## src/hw/rtl/assert_macros.svh

```systemverilog
// ---------------------------------------------------------------------------
// Assertion macros shared by the voice allocator RTL
// All checks sample on clk and are held off while rst_n is low.
// ---------------------------------------------------------------------------
`ifndef ASSERT_MACROS_SVH
`define ASSERT_MACROS_SVH

// Expression must hold on every clock edge
`define CHK_ALWAYS(label, expr, msg) \
    label: assert property (@(posedge clk) disable iff (!rst_n) (expr)) else $error(msg);

// Consequent must hold in the same cycle as the antecedent
`define CHK_SAME(label, ante, cons, msg) \
    label: assert property (@(posedge clk) disable iff (!rst_n) (ante) |-> (cons)) \
        else $error(msg);

// Consequent must hold in the cycle after the antecedent
`define CHK_NEXT(label, ante, cons, msg) \
    label: assert property (@(posedge clk) disable iff (!rst_n) (ante) |=> (cons)) \
        else $error(msg);

`endif

```

## src/hw/rtl/nsva_pkg.sv

```systemverilog
// ---------------------------------------------------------------------------
// nsva_pkg
// Types, codes and defaults for the note stack voice allocator.
// ---------------------------------------------------------------------------
package nsva_pkg;

    // Default sizes
    localparam int MAX_VOICES_DEF  = 8;
    localparam int STACK_DEPTH_DEF = 16;

    // Field widths
    localparam int OPCODE_W   = 2;
    localparam int PITCH_W    = 7;
    localparam int KIND_W     = 2;
    localparam int VOICE_W    = 3;
    localparam int HELD_W     = 5;
    localparam int VIU_W      = 4;
    localparam int CFG_IDX_W  = 2;
    localparam int CFG_DATA_W = 7;

    // Register indexes
    localparam logic [CFG_IDX_W-1:0] CFG_VOICES_IN_USE = 2'd0;
    localparam logic [CFG_IDX_W-1:0] CFG_LOWEST_NOTE   = 2'd1;
    localparam logic [CFG_IDX_W-1:0] CFG_NOTE_SPAN     = 2'd2;

    // Register reset values
    localparam logic [VIU_W-1:0]   VIU_RESET  = 4'd1;
    localparam logic [PITCH_W-1:0] LOW_RESET  = 7'd36;
    localparam logic [PITCH_W-1:0] SPAN_RESET = 7'd61;

    // Event codes
    typedef enum logic [OPCODE_W-1:0] {
        OP_ON      = 2'd0,
        OP_OFF     = 2'd1,
        OP_ALL_OFF = 2'd2
    } nsva_op_t;

    // Result kinds
    typedef enum logic [KIND_W-1:0] {
        KIND_RELEASE = 2'd0,
        KIND_ASSIGN  = 2'd1,
        KIND_STATUS  = 2'd2
    } nsva_kind_t;

    // Controller states
    typedef enum logic [3:0] {
        S_IDLE,
        S_DECODE,
        S_SEARCH,
        S_UPDATE,
        S_WIN_INIT,
        S_KEEP,
        S_REL,
        S_ASSIGN,
        S_STATUS
    } nsva_state_t;

    // Input item
    typedef struct packed {
        logic [OPCODE_W-1:0] opcode;
        logic [PITCH_W-1:0]  pitch;
    } nsva_in_t;

    // Result item
    typedef struct packed {
        logic [KIND_W-1:0]  kind;
        logic [VOICE_W-1:0] voice;
        logic [PITCH_W-1:0] note;
        logic               gate;
        logic               retrigger;
        logic [HELD_W-1:0]  held_notes;
        logic               last;
    } nsva_out_t;

    // Controller to datapath commands
    typedef struct packed {
        logic load;
        logic clear_all;
        logic search_step;
        logic update;
        logic win_init;
        logic keep_step;
        logic rel_init;
        logic rel_step;
        logic gate_chk;
        logic asg_step;
        logic status_emit;
    } nsva_cmd_t;

    // Datapath to controller status
    typedef struct packed {
        nsva_op_t op;
        logic     ok;
        logic     idx_end;
        logic     rel_end;
        logic     rel_need;
        logic     asg_need;
        logic     out_free;
    } nsva_stat_t;

endpackage

```

## src/hw/rtl/nsva_ctrl.sv

```systemverilog
// ---------------------------------------------------------------------------
// nsva_ctrl
// Sequencer for the voice allocator: steps the datapath through search,
// stack update, window scan, releases, assignments and the status item.
// ---------------------------------------------------------------------------
`include "assert_macros.svh"

module nsva_ctrl
    import nsva_pkg::*;
(
    input  logic       clk,
    input  logic       rst_n,
    input  logic       in_valid,
    output logic       in_ready,
    input  nsva_stat_t stat,
    output nsva_cmd_t  cmd
);

    nsva_state_t state_reg, state_next;

    // State register
    always_ff @(posedge clk or negedge rst_n)
    begin
        if (!rst_n)
        begin
            state_reg <= S_IDLE;
        end
        else
        begin
            state_reg <= state_next;
        end
    end

    // Next state
    always_comb
    begin
        state_next = state_reg;
        unique case (state_reg)
            S_IDLE:
            begin
                if (in_valid)
                begin
                    state_next = S_DECODE;
                end
            end
            S_DECODE:
            begin
                unique case (stat.op) inside
                    OP_ALL_OFF:    state_next = S_STATUS;
                    OP_ON, OP_OFF: state_next = stat.ok ? S_SEARCH : S_STATUS;
                    default:       state_next = S_STATUS;
                endcase
            end
            S_SEARCH:
            begin
                if (stat.idx_end)
                begin
                    state_next = S_UPDATE;
                end
            end
            S_UPDATE:   state_next = S_WIN_INIT;
            S_WIN_INIT: state_next = S_KEEP;
            S_KEEP:
            begin
                if (stat.idx_end)
                begin
                    state_next = S_REL;
                end
            end
            S_REL:
            begin
                if (stat.rel_end)
                begin
                    state_next = S_ASSIGN;
                end
            end
            S_ASSIGN:
            begin
                if (stat.idx_end)
                begin
                    state_next = S_STATUS;
                end
            end
            S_STATUS:
            begin
                if (stat.out_free)
                begin
                    state_next = S_IDLE;
                end
            end
            default:    state_next = S_IDLE;
        endcase
    end

    // Command decode
    always_comb
    begin
        cmd      = '0;
        in_ready = 1'b0;
        unique case (state_reg)
            S_IDLE:
            begin
                in_ready = 1'b1;
                cmd.load = in_valid;
            end
            S_DECODE:
            begin
                cmd.clear_all = (stat.op == OP_ALL_OFF);
            end
            S_SEARCH:
            begin
                cmd.search_step = !stat.idx_end;
            end
            S_UPDATE:
            begin
                cmd.update = 1'b1;
            end
            S_WIN_INIT:
            begin
                cmd.win_init = 1'b1;
            end
            S_KEEP:
            begin
                cmd.rel_init  = stat.idx_end;
                cmd.keep_step = !stat.idx_end;
            end
            S_REL:
            begin
                // a release waits for the output slot, a skip does not
                cmd.gate_chk = stat.rel_end;
                cmd.win_init = stat.rel_end;
                cmd.rel_step = !stat.rel_end && (!stat.rel_need || stat.out_free);
            end
            S_ASSIGN:
            begin
                cmd.asg_step = !stat.idx_end && (!stat.asg_need || stat.out_free);
            end
            S_STATUS:
            begin
                cmd.status_emit = stat.out_free;
            end
            default:
            begin
                cmd = '0;
            end
        endcase
    end

    // Checks
    `CHK_NEXT(a_accept_decode, in_valid && in_ready, state_reg == S_DECODE, "accept did not decode")
    `CHK_NEXT(a_status_idle, (state_reg == S_STATUS) && stat.out_free, state_reg == S_IDLE, "status did not end item")
    `CHK_SAME(a_emit_slot, cmd.rel_step && stat.rel_need, stat.out_free, "release without free slot")

endmodule

```

## src/hw/rtl/nsva_dp.sv

```systemverilog
// ---------------------------------------------------------------------------
// nsva_dp
// Datapath: note stack, voice table, config registers, scan counters and
// the output item register.
// ---------------------------------------------------------------------------
`include "assert_macros.svh"

module nsva_dp
    import nsva_pkg::*;
#(
    parameter int MAX_VOICES  = MAX_VOICES_DEF,
    parameter int STACK_DEPTH = STACK_DEPTH_DEF
)
(
    input  logic                  clk,
    input  logic                  rst_n,
    input  nsva_in_t              in_item,
    input  logic                  cfg_we,
    input  logic [CFG_IDX_W-1:0]  cfg_index,
    input  logic [CFG_DATA_W-1:0] cfg_data,
    input  nsva_cmd_t             cmd,
    output nsva_stat_t            stat,
    output logic                  out_valid,
    input  logic                  out_ready,
    output nsva_out_t             out_item
);

    localparam int SIW = $clog2(STACK_DEPTH);
    localparam int CW  = $clog2(STACK_DEPTH + 1);
    localparam int VIW = (MAX_VOICES > 1) ? $clog2(MAX_VOICES) : 1;
    localparam int VCW = $clog2(MAX_VOICES + 1);
    localparam int WW  = (CW > 5) ? CW : 5;

    // State
    logic [PITCH_W-1:0] stack_reg [STACK_DEPTH];
    logic [PITCH_W-1:0] stack_next [STACK_DEPTH];
    logic [PITCH_W-1:0] voice_reg [MAX_VOICES];
    logic [PITCH_W-1:0] voice_next [MAX_VOICES];
    logic [CW-1:0]      held_reg, held_next;
    logic               gate_reg, gate_next;

    // Config
    logic [VIU_W-1:0]   viu_reg, viu_next;
    logic [PITCH_W-1:0] low_reg, low_next;
    logic [PITCH_W-1:0] span_reg, span_next;

    // Item context and scan control
    nsva_op_t           op_reg, op_next;
    logic [PITCH_W-1:0] pitch_reg, pitch_next;
    logic               ok_reg, ok_next;
    logic [CW-1:0]      idx_reg, idx_next;
    logic [VCW-1:0]     vidx_reg, vidx_next;
    logic [MAX_VOICES-1:0] keep_reg, keep_next;
    logic               found_reg, found_next;
    logic [SIW-1:0]     found_idx_reg, found_idx_next;
    logic               any_reg, any_next;

    // Output register
    logic               out_valid_reg, out_valid_next;
    nsva_out_t          out_item_reg, out_item_next;

    // Derived values
    logic [4:0]          nv_eff;
    logic [WW-1:0]       held_w, nv_w;
    logic [CW-1:0]       first;
    logic [PITCH_W-1:0]  rd_entry;
    logic [PITCH_W-1:0]  cur_voice;
    logic [MAX_VOICES-1:0] lane_act, hit, free;
    logic                playing, free_any;
    logic [VIW-1:0]      free_idx;
    logic                idx_end, rel_end, rel_need, asg_need, out_free;
    logic [PITCH_W:0]    lim;
    logic                pitch_ok;
    logic                emit_load;

    // Effective voice count and window start
    always_comb
    begin
        if (viu_reg == '0)
        begin
            nv_eff = 5'd1;
        end
        else if (5'(viu_reg) > 5'(MAX_VOICES))
        begin
            nv_eff = 5'(MAX_VOICES);
        end
        else
        begin
            nv_eff = 5'(viu_reg);
        end
        held_w = WW'(held_reg);
        nv_w   = WW'(nv_eff);
        first  = (held_w > nv_w) ? CW'(held_w - nv_w) : '0;
    end

    // Pitch range check on the incoming item
    assign lim      = {1'b0, low_reg} + {1'b0, span_reg};
    assign pitch_ok = (in_item.pitch != '0) && (in_item.pitch >= low_reg)
                      && ({1'b0, in_item.pitch} < lim);

    // Stack read port and voice lane compares
    assign rd_entry  = stack_reg[idx_reg[SIW-1:0]];
    assign cur_voice = voice_reg[vidx_reg[VIW-1:0]];

    always_comb
    begin
        for (int j = 0; j < MAX_VOICES; j++)
        begin
            lane_act[j] = (WW'(j) < nv_w);
            hit[j]      = lane_act[j] && (voice_reg[j] == rd_entry);
            free[j]     = lane_act[j] && (voice_reg[j] == '0);
        end
    end

    // Lowest free voice
    always_comb
    begin
        free_idx = '0;
        for (int j = MAX_VOICES - 1; j >= 0; j--)
        begin
            if (free[j])
            begin
                free_idx = VIW'(j);
            end
        end
    end

    assign playing  = |hit;
    assign free_any = |free;
    assign idx_end  = (idx_reg >= held_reg);
    assign rel_end  = (vidx_reg == VCW'(MAX_VOICES));
    assign rel_need = !rel_end && (cur_voice != '0) && !keep_reg[vidx_reg[VIW-1:0]];
    assign asg_need = !idx_end && !playing && free_any;
    assign out_free = !out_valid_reg || out_ready;

    // Status to controller
    always_comb
    begin
        stat          = '0;
        stat.op       = op_reg;
        stat.ok       = ok_reg;
        stat.idx_end  = idx_end;
        stat.rel_end  = rel_end;
        stat.rel_need = rel_need;
        stat.asg_need = asg_need;
        stat.out_free = out_free;
    end

    // Next-state logic for all datapath registers
    always_comb
    begin
        stack_next     = stack_reg;
        voice_next     = voice_reg;
        held_next      = held_reg;
        gate_next      = gate_reg;
        viu_next       = viu_reg;
        low_next       = low_reg;
        span_next      = span_reg;
        op_next        = op_reg;
        pitch_next     = pitch_reg;
        ok_next        = ok_reg;
        idx_next       = idx_reg;
        vidx_next      = vidx_reg;
        keep_next      = keep_reg;
        found_next     = found_reg;
        found_idx_next = found_idx_reg;
        any_next       = any_reg;
        out_valid_next = out_ready ? 1'b0 : out_valid_reg;
        out_item_next  = out_item_reg;
        emit_load      = 1'b0;

        // config writes
        if (cfg_we)
        begin
            unique case (cfg_index)
                CFG_VOICES_IN_USE: viu_next  = cfg_data[VIU_W-1:0];
                CFG_LOWEST_NOTE:   low_next  = cfg_data[PITCH_W-1:0];
                CFG_NOTE_SPAN:     span_next = cfg_data[PITCH_W-1:0];
                default:           ;
            endcase
        end

        // capture item
        if (cmd.load)
        begin
            op_next    = nsva_op_t'(in_item.opcode);
            pitch_next = in_item.pitch;
            ok_next    = pitch_ok;
            idx_next   = '0;
            found_next = 1'b0;
            any_next   = 1'b0;
        end

        // all notes off
        if (cmd.clear_all)
        begin
            for (int k = 0; k < STACK_DEPTH; k++)
            begin
                stack_next[k] = '0;
            end
            for (int j = 0; j < MAX_VOICES; j++)
            begin
                voice_next[j] = '0;
            end
            held_next = '0;
            gate_next = 1'b0;
        end

        // search stack for the event pitch
        if (cmd.search_step)
        begin
            if ((rd_entry == pitch_reg) && !found_reg)
            begin
                found_next     = 1'b1;
                found_idx_next = idx_reg[SIW-1:0];
            end
            idx_next = idx_reg + CW'(1);
        end

        // push or remove
        if (cmd.update)
        begin
            if ((op_reg == OP_ON) && !found_reg)
            begin
                if (held_reg < CW'(STACK_DEPTH))
                begin
                    stack_next[held_reg[SIW-1:0]] = pitch_reg;
                    held_next = held_reg + CW'(1);
                end
                else
                begin
                    // full: oldest drops out
                    for (int k = 0; k < STACK_DEPTH - 1; k++)
                    begin
                        stack_next[k] = stack_reg[k + 1];
                    end
                    stack_next[STACK_DEPTH - 1] = pitch_reg;
                end
            end
            else if ((op_reg == OP_OFF) && found_reg)
            begin
                // close the gap above the removed entry
                for (int k = 0; k < STACK_DEPTH - 1; k++)
                begin
                    if (SIW'(k) >= found_idx_reg)
                    begin
                        stack_next[k] = stack_reg[k + 1];
                    end
                end
                stack_next[STACK_DEPTH - 1] = '0;
                held_next = held_reg - CW'(1);
            end
        end

        // start a window scan
        if (cmd.win_init)
        begin
            idx_next  = first;
            keep_next = '0;
        end

        // mark voices whose note is still in the window
        if (cmd.keep_step)
        begin
            keep_next = keep_reg | hit;
            idx_next  = idx_reg + CW'(1);
        end

        if (cmd.rel_init)
        begin
            vidx_next = '0;
        end

        // release pass, one voice per step
        if (cmd.rel_step)
        begin
            if (rel_need)
            begin
                voice_next[vidx_reg[VIW-1:0]] = '0;
                emit_load                = 1'b1;
                out_item_next            = '0;
                out_item_next.kind       = KIND_RELEASE;
                out_item_next.voice      = VOICE_W'(vidx_reg);
                out_item_next.gate       = gate_reg;
                out_item_next.held_notes = HELD_W'(held_reg);
            end
            vidx_next = vidx_reg + VCW'(1);
        end

        if (cmd.gate_chk && (held_reg == '0))
        begin
            gate_next = 1'b0;
        end

        // assignment pass, one window note per step
        if (cmd.asg_step)
        begin
            if (asg_need)
            begin
                voice_next[free_idx]     = rd_entry;
                gate_next                = 1'b1;
                any_next                 = 1'b1;
                emit_load                = 1'b1;
                out_item_next            = '0;
                out_item_next.kind       = KIND_ASSIGN;
                out_item_next.voice      = VOICE_W'(free_idx);
                out_item_next.note       = rd_entry;
                out_item_next.gate       = 1'b1;
                out_item_next.retrigger  = 1'b1;
                out_item_next.held_notes = HELD_W'(held_reg);
            end
            idx_next = idx_reg + CW'(1);
        end

        // closing status item
        if (cmd.status_emit)
        begin
            emit_load                = 1'b1;
            out_item_next            = '0;
            out_item_next.kind       = KIND_STATUS;
            out_item_next.gate       = gate_reg;
            out_item_next.retrigger  = any_reg;
            out_item_next.held_notes = HELD_W'(held_reg);
            out_item_next.last       = 1'b1;
        end

        if (emit_load)
        begin
            out_valid_next = 1'b1;
        end
    end

    // Control and state registers
    always_ff @(posedge clk or negedge rst_n)
    begin
        if (!rst_n)
        begin
            for (int k = 0; k < STACK_DEPTH; k++)
            begin
                stack_reg[k] <= '0;
            end
            for (int j = 0; j < MAX_VOICES; j++)
            begin
                voice_reg[j] <= '0;
            end
            held_reg      <= '0;
            gate_reg      <= 1'b0;
            viu_reg       <= VIU_RESET;
            low_reg       <= LOW_RESET;
            span_reg      <= SPAN_RESET;
            idx_reg       <= '0;
            vidx_reg      <= '0;
            keep_reg      <= '0;
            found_reg     <= 1'b0;
            any_reg       <= 1'b0;
            out_valid_reg <= 1'b0;
        end
        else
        begin
            stack_reg     <= stack_next;
            voice_reg     <= voice_next;
            held_reg      <= held_next;
            gate_reg      <= gate_next;
            viu_reg       <= viu_next;
            low_reg       <= low_next;
            span_reg      <= span_next;
            idx_reg       <= idx_next;
            vidx_reg      <= vidx_next;
            keep_reg      <= keep_next;
            found_reg     <= found_next;
            any_reg       <= any_next;
            out_valid_reg <= out_valid_next;
        end
    end

    // Payload registers
    always_ff @(posedge clk)
    begin
        op_reg        <= op_next;
        pitch_reg     <= pitch_next;
        ok_reg        <= ok_next;
        found_idx_reg <= found_idx_next;
        out_item_reg  <= out_item_next;
    end

    assign out_valid = out_valid_reg;
    assign out_item  = out_item_reg;

    // Checks
    `CHK_ALWAYS(a_held_range, held_reg <= CW'(STACK_DEPTH), "held count above stack depth")
    `CHK_SAME(a_emit_free, emit_load, out_free, "item written over a pending item")
    `CHK_NEXT(a_assign_gate, cmd.asg_step && asg_need, gate_reg && (held_reg != '0), "assign without gate")

endmodule

```

## src/hw/rtl/note_stack_voice_allocator_top.sv

```systemverilog
// ---------------------------------------------------------------------------
// note_stack_voice_allocator_top
// Last-note priority voice allocator: a held-note stack feeds a window of
// voices; each event yields any releases and assignments, then one status item.
//
//   Channel  Signals                       Dir  Payload
//   in       in_valid / in_ready           in   nsva_in_t  (opcode, pitch)
//   out      out_valid / out_ready         out  nsva_out_t (kind .. last)
//   cfg      cfg_we, cfg_index, cfg_data   in   7-bit register write
//
// One item at a time. An event's length from accept to the next accept grows
// with the held notes before the event, the window after it and MAX_VOICES,
// set by the serial stack search, the window scans through the single stack
// read port and the voice-by-voice release pass; all-off, unused and rejected
// events go from decode straight to the status item. Each result waits for
// the output register to drain, so out_ready stalls stretch the event. Reset
// clears stack, voices and gate at once; there is no clearing pass.
// ---------------------------------------------------------------------------
module note_stack_voice_allocator_top
    import nsva_pkg::*;
#(
    parameter int MAX_VOICES  = MAX_VOICES_DEF,
    parameter int STACK_DEPTH = STACK_DEPTH_DEF
)
(
    input  logic                  clk,
    input  logic                  rst_n,
    input  logic                  in_valid,
    output logic                  in_ready,
    input  nsva_in_t              in_item,
    output logic                  out_valid,
    input  logic                  out_ready,
    output nsva_out_t             out_item,
    input  logic                  cfg_we,
    input  logic [CFG_IDX_W-1:0]  cfg_index,
    input  logic [CFG_DATA_W-1:0] cfg_data
);

    nsva_cmd_t  cmd;
    nsva_stat_t stat;

    // Sequencer
    nsva_ctrl u_ctrl (
        .clk      (clk),
        .rst_n    (rst_n),
        .in_valid (in_valid),
        .in_ready (in_ready),
        .stat     (stat),
        .cmd      (cmd)
    );

    // Stack, voices and output register
    nsva_dp #(
        .MAX_VOICES  (MAX_VOICES),
        .STACK_DEPTH (STACK_DEPTH)
    ) u_dp (
        .clk       (clk),
        .rst_n     (rst_n),
        .in_item   (in_item),
        .cfg_we    (cfg_we),
        .cfg_index (cfg_index),
        .cfg_data  (cfg_data),
        .cmd       (cmd),
        .stat      (stat),
        .out_valid (out_valid),
        .out_ready (out_ready),
        .out_item  (out_item)
    );

endmodule
```

## config.mk

```make
export PLATFORM = sky130hd
export DESIGN_NAME = note_stack_voice_allocator_top
export DESIGN_NICKNAME = d
export VERILOG_FILES = /design/src/hw/rtl/nsva_pkg.sv /design/src/hw/rtl/nsva_ctrl.sv /design/src/hw/rtl/nsva_dp.sv /design/src/hw/rtl/note_stack_voice_allocator_top.sv
export VERILOG_INCLUDE_DIRS = /design/src /design/src/hw/rtl
export SDC_FILE = /design/constraint.sdc
export NUM_CORES = 1
export LEC_CHECK = 0
export ABC_CLOCK_PERIOD_IN_PS = 6900
export BUFFER_PORTS_ARGS = -buffer_cell sky130_fd_sc_hd__clkbuf_2
export CELL_PAD_IN_SITES_DETAIL_PLACEMENT = 1
export CELL_PAD_IN_SITES_GLOBAL_PLACEMENT = 1
export CORE_UTILIZATION = 53
export CTS_CLUSTER_SIZE = 8
export DETAILED_ROUTE_END_ITERATION = 16
export PLACE_DENSITY = 0.83
export SLEW_MARGIN = 0
export SYNTH_ARGS = -nofsm -noshare
export SYNTH_HDL_FRONTEND = slang
export SYNTH_SLANG_ARGS = --single-unit
```

## constraint.sdc

```tcl
create_clock -name clk -period 6.9 [get_ports clk]
set_clock_uncertainty 0.15 [all_clocks]
set_input_delay 0.69 -clock clk [delete_from_list [all_inputs] [get_ports clk]]
set_output_delay 0.69 -clock clk [all_outputs]
set_load 0.01 [all_outputs]
```

; After elaboration in Yosys (flattened, before gate mapping)
; Index checks and enable logic that the tools add are counted.
[totals]
in_bits = 23
register_bits = 250
output_inout_bits = 22
[op_classes]
n_addsub = 6
mux = 107
n_bitwise = 7
reduce_logical = 69
eq_ne = 28
n_lt_le_gt_ge = 37
[ops]
columns = op, n
row1 = $mux W112, 5
row2 = $mux W56, 5
row3 = $mux W7, 22
row4 = $bwmux W112, 1
row5 = $mux W20, 4
row6 = $eq A7 B7 Y1, 9
row7 = $mux W5, 12
row8 = $and A56 B56 Y56, 1
row9 = $bwmux W56, 1
row10 = $logic_not A7 Y1, 8
row11 = $not A56 Y56, 1
row12 = $mux W4, 11
row13 = $demux W7 S3, 2
row14 = $pmux W4 S9, 1
row15 = $logic_and A1 B1 Y1, 31
row16 = $bmux W7 S4, 1
row17 = $demux W7 S4, 1
row18 = $ge A4 B4 Y1 const A, 7
row19 = $mux W1, 25
row20 = $mux W3, 8
row21 = $mux W8, 3
row22 = $bmux W7 S3, 1
row23 = $lt A3 B5 Y1 const A, 4
row24 = $eq A4 B3 Y1 const B, 4
row25 = 46 further kinds, 86

; Depth between registers and ports, before layout
[depth]
depth_word = 21
ltp_mapped = 17
depth_no_buf = 14

; Cells and area by module
; A second synthesis with hierarchy kept.
[hier_totals]
cells_unflattened = 1691
hier_area_um2 = 15720.1
[modules_own_cells]
columns = mod, cells_per_inst, area_each_um2, n_inst, seq_area_each_um2
row1 = nsva_dp, 1643, 15262.1, 1, 6135.9
row2 = nsva_ctrl, 48, 457.9, 1, 100.1

; Worst setup path after synthesis
; No wires, ideal clock.
[synth_path]
kind = reg-to-reg
from = register u_dp.idx_reg[0]
to = register u_dp.out_item_reg (netlist bit u_dp.out_item[2])
period_less_slack_ps = 3915
setup_slack_ps = 2985
path_stages_with_launch = 14
arrival_ps = 3642
setup_time_ps = 123
required_time_ps = 6627
cell_sequence = dfrtp_1 > buf_6 > buf_12 > mux4_2 > nor2b_1 > o22ai_2 > xnor2_1 > a211oi_1 > and4_1 > or4b_4 > or4_4 > buf_6 > nand3_2 > mux2_1
[synth_rtl]
columns = element, line_no
row1 = start: declaration, nsva_dp.sv:51  ; logic [CW-1:0] idx_reg, idx_next;
row2 = start signal: assignment, nsva_dp.sv:367  ; idx_reg <= idx_next;
row3 = end signal: assignment, nsva_dp.sv:383  ; out_item_reg <= out_item_next;
row4 = end: declaration, nsva_dp.sv:60  ; nsva_out_t out_item_reg, out_item_next;

; Worst setup path in the final report
[layout_path]
from = register u_dp.idx_reg[0]
to = register u_dp.out_item_reg (netlist bit u_dp.out_item[19])
[layout_between]
elab_chain_len = 15
word_cells_on_any_way = 32
cone_classes = 1 x order compare / 8 x eq/ne / 6 x mux / 1 x bitwise / 16 x reduce/logical
[layout_lines]
columns = element, line_no
row1 = $not A4 Y5 (not written as such), nsva_dp.sv:102  ; assign rd_entry = stack_reg[idx_reg[SIW-1:0]];
row2 = $bmux W7 S4, nsva_dp.sv:102
row3 = $mux W7 (not written as such) (2 in series), nsva_dp.sv:102
row4 = $eq A7 B7 Y1, nsva_dp.sv:110  ; hit[j] = lane_act[j] && (voice_reg[j] == rd_entry);
row5 = $logic_and A1 B1 Y1, nsva_dp.sv:110
row6 = $reduce_or A8 Y1, nsva_dp.sv:128  ; assign playing = |hit;
row7 = $logic_not A1 Y1, nsva_dp.sv:133  ; assign asg_need = !idx_end && !playing && free_any;
row8 = $logic_and A1 B1 Y1 (2 in series), nsva_dp.sv:133
row9 = $logic_not A1 Y1, nsva_ctrl.sv:136  ; cmd.asg_step = !stat.idx_end && (!stat.asg_need || stat.out_free);
row10 = $logic_or A1 B1 Y1, nsva_ctrl.sv:136
row11 = $logic_and A1 B1 Y1, nsva_ctrl.sv:136
row12 = $mux W1, nsva_ctrl.sv:100  ; unique case (state_reg)
row13 = $mux W20 (*), nsva_dp.sv:296  ; if (cmd.asg_step)
; Mark *: on every way between the ends. The rest lies on a longest branch, timed or not. The select of a mux whose other input is x is not followed.
; A chain may end at the register's enable or synchronous reset.

==> out/metrics.cfg <==
[worst_setup_path]
regToRegSetupSlack_ns=1.53
critPathCaptureType=flop
crit_end=u_dp.out_item[19]$_SDFF_PP1_
critPathLaunchType=flop
path_class=flop to flop
worstPathCellList=buf_4 > mux2i_1 > o221ai_1 > o22ai_2 > xor2_1 > and4_1 > or4b_4 > nor4_2 > nor2_1 > a21o_1
ff2ff_path_depth=10
path_max_fanout=18
worstReg2RegStart=u_dp.idx_reg[0]$_DFFE_PN0P_
cp.required_ns=7.15
timing.rr.end=u_dp.out_item[19]$_SDFF_PP1_
max_stage_delay_ns=1.02
arrival_ns=5.62
critical_path.slowest_cell=nor4_2
worstSetupStartpoint=u_dp.idx_reg[0]$_DFFE_PN0P_

[pwr]
p_total_mw=5.76
p_int_mw=3.42
comb_power_share_pct=34.6
p_leak_nw=6.83
p_per_area_nw_per_um2=354
power_frac_seq_pct=35.3
clkPwrFrac_pct=30.1
p_switching_mw=2.34
netSwitchingFraction_pct=40.6
vdd.ir_drop.worst_uv=207

[layout]
stdcell_count=2011
drive_above_1_share_pct=11.3
largest_register_ffs=112
syn2layout_area_growth_pct=10.2
fin_nets=1679
n_antenna_cell=0

[clocking]
max-clock-path-buffers=3
cts_setup_buffers=0
cts-buffers-inserted=37
holdBufCountCts=0
cts.repair.resized=0
root_buffer=clkbuf_16
tritoncts=built
cts_sinks=250
htree_levels=2
clkLatencyLatePin_ns=0.52
clk_pin_slew_ns=0.05

[hold_path]
hold_path.class=primary input to async pin

[drt]
ant_nets=0
viasPerCell=6.88
wl_um=55700
drtIter0Drc=1328
wire_per_inst_um=27.7
vias=13800
firstDrtPassIters=5
drc=0

[timing]
fmax_ghz=0.186
finalSetupTns_ns=0
maxSlewViolCount=0
setup_viol=0
worst_slew_pin_slew_ns=1.20
fin_crit_sh_pct=77.8
finalHoldViolCount=0
rsz0062_at_grt=no
finalCriticalPeriod_ns=5.37
slew-limit-headroom_pct=19.4

[floorplanning]
rows=60
core_um2=27100
io_pins=45
die_x_um=169
initial_core_util_pct=54.5
die_area_um2=28500
chipHeight_um=169

[global_route]
grt_overflow=0
grt_max_degree=98
grt_pass1_wl_um=85800
grt_antenna_before_repair=0
grt_usage_pct=39.6
first_global_vias=14200

[job]
drv_cap=0

[synth]
avgSynthCellArea_um2=9.17
synth_edf_count=14
ys_types=84
ys_seq_area_share_pct=42.3
netlist_area_um2=14800
netlist_instances=1609
yosys_warnings=0
synth_nets=1670
async_flop_share_pct=86.4
synthFlopType=dfrtp_1
synth-seq-cells=250

[placed_design]
numPlacedInstances=1951
place_congestion=1.00
dpl.hpwl_um=39400
io_buffers=44

[run_status]
status=finished clean

## layer usage
metal | vias up | share of wire, % | track usage, %
li1 | 6002 | - | -
met1 | 6964 | 41 | 52.0
met2 | 685 | 46 | 62.0
met3 | 184 | 8.1 | 7.95
met4 | 0 | 5.3 | 20.7
met5 | - | 0 | 0.174
## critical path, delay by kind of cell (launching register included)
| family | cells | cell delay (ns) |
|---|---|---|
| buffers and inverters | 1 | 0.39 |
| and+or+nand+nor | 4 | 2.09 |
| DFF | 1 | 0.70 |
| AOI/OAI and AO/OA | 3 | 1.29 |
| muxes | 1 | 0.49 |
| xor gates and xnor gates | 1 | 0.12 |
## cell families after synthesis
kind of cell             count (synthesis)  share of synthesized area (%)
adder cells (fa/ha/maj)                 38                           3.32
XOR/XNOR                                53                           3.15
buffers and inverters                  136                           4.06
AND/OR/NAND/NOR                        509                           16.2
AO/OA/AOI/OAI                          537                           24.2
multiplexers                            86                           6.85
flip-flops                             250                           42.3
## metrics by stage
| step | worst slack [ns] | cell area (um^2) | utilization, % | hold slack [ns] |
|---|---|---|---|---|
| 2_1_floorplan | 2.98 | 14800 | - | 0.244 |
| 3_3_place_gp | 1.78 | 15200 | 56.0 | 0.297 |
| 3_5_place_dp | 1.66 | 15200 | 56.0 | 0.316 |
| 4_1_cts | 1.66 | 16300 | 60.0 | 0.0925 |
| 5_1_grt | 1.34 | 16300 | 60.0 | 0.130 |
| 6_report | 1.53 | 16300 | 60.0 | 0.0387 |
## cell usage in the layout, fill, tap and decap left out, types with 9 or more instances in the layout
master and instances:
nand2_1 199, buf_4 19, o2bb2ai_1 45, a21oi_1 137
mux2i_1 35, xor2_1 19, nor2_1 104, clkbuf_1 18
clkbuf_16 39, o211ai_1 10, clkbuf_2 43, inv_1 42
nand2b_1 12, a22oi_1 41, and3_1 23, a211oi_1 14
edfxtp_1 14, nor3_1 26, a31oi_1 12, a21o_1 19
mux2_2 36, or3_1 14, nor4_1 23, nand3_1 51
xnor2_1 34, a32oi_1 20, nor2b_1 9, o22ai_1 21
o21ai_0 131, and2_1 10, dfxtp_1 20, a22o_1 24
ha_1 36, dfrtp_1 207
## synth_stat cells (9+ instances only)
master	number	area share, %
nor3_1	26	0.88
dfrtp_1	208	35
and3_1	23	0.98
a22oi_1	41	2.1
o22ai_1	21	0.89
a31oi_1	12	0.51
a32oi_1	20	1.2
nand2_1	199	5.1
o2bb2ai_1	45	2.7
dfxtp_1	20	2.7
o21ai_0	131	4.4
ha_1	36	3.1
nand2b_1	12	0.51
nand3_1	51	1.7
edfxtp_1	14	2.8
nor2b_1	9	0.38
inv_1	42	1.1
xnor2_1	34	2.0
a21o_1	19	0.97
or3_1	14	0.59
a22o_1	24	1.4
a211oi_1	14	0.71
o211ai_1	10	0.51
and2_1	10	0.42
xor2_1	19	1.1
clkbuf_1	64	1.6
buf_2	12	0.41
a21oi_1	137	4.6
nor2_1	105	2.7
mux2i_1	35	2.4
nor4_1	25	1.1
mux2_2	36	2.7
## area by class of cell
cell class / instances / area (um^2)
inverter: 43 / 161
clock inverter: 1 / 8.76
tap: 372 / 465
fill: 3078 / 10800
timing repair buffer: 63 / 373
multi-input combinational: 1223 / 7940
sequential: 250 / 6240
clock buffer: 59 / 1070
## how the worst min path moves through the flow
| stage | start | end | slack, ns | cells after the start |
|---|---|---|---|---|
| floorplan | rst_n | u_ctrl.state_reg[0]$_DFFE_PN0P_ | 0.24 | 0 |
| global placement | u_dp.out_item[18]$_SDFF_PP0_ | u_dp.out_item[18]$_SDFF_PP0_ | 0.30 | 2 |
| detailed placement | u_dp.out_item[14]$_SDFF_PP0_ | u_dp.out_item[14]$_SDFF_PP0_ | 0.32 | 2 |
| CTS | rst_n | u_dp.stack_reg[62]$_DFF_PN0_ | 0.09 | 1 |
| global route | rst_n | u_dp.stack_reg[51]$_DFF_PN0_ | 0.13 | 1 |
| finish | rst_n | u_dp.stack_reg[62]$_DFF_PN0_ | 0.04 | 1 |
## power by group through the flow
| stage | clock network (mW) | registers (mW) | logic, mW |
|---|---|---|---|
| 3_3_place_gp | 0 | 2.03 | 1.83 |
| 5_1_grt | 1.79 | 2.04 | 2.13 |
| 2_1_floorplan | 0 | 1.84 | 1.40 |
| 3_5_place_dp | 0 | 2.03 | 1.92 |
| 4_1_cts | 1.74 | 2.01 | 1.95 |
| 6_report | 1.73 | 2.03 | 1.99 |
No activity file was read; power rests on OpenSTA's default activity.
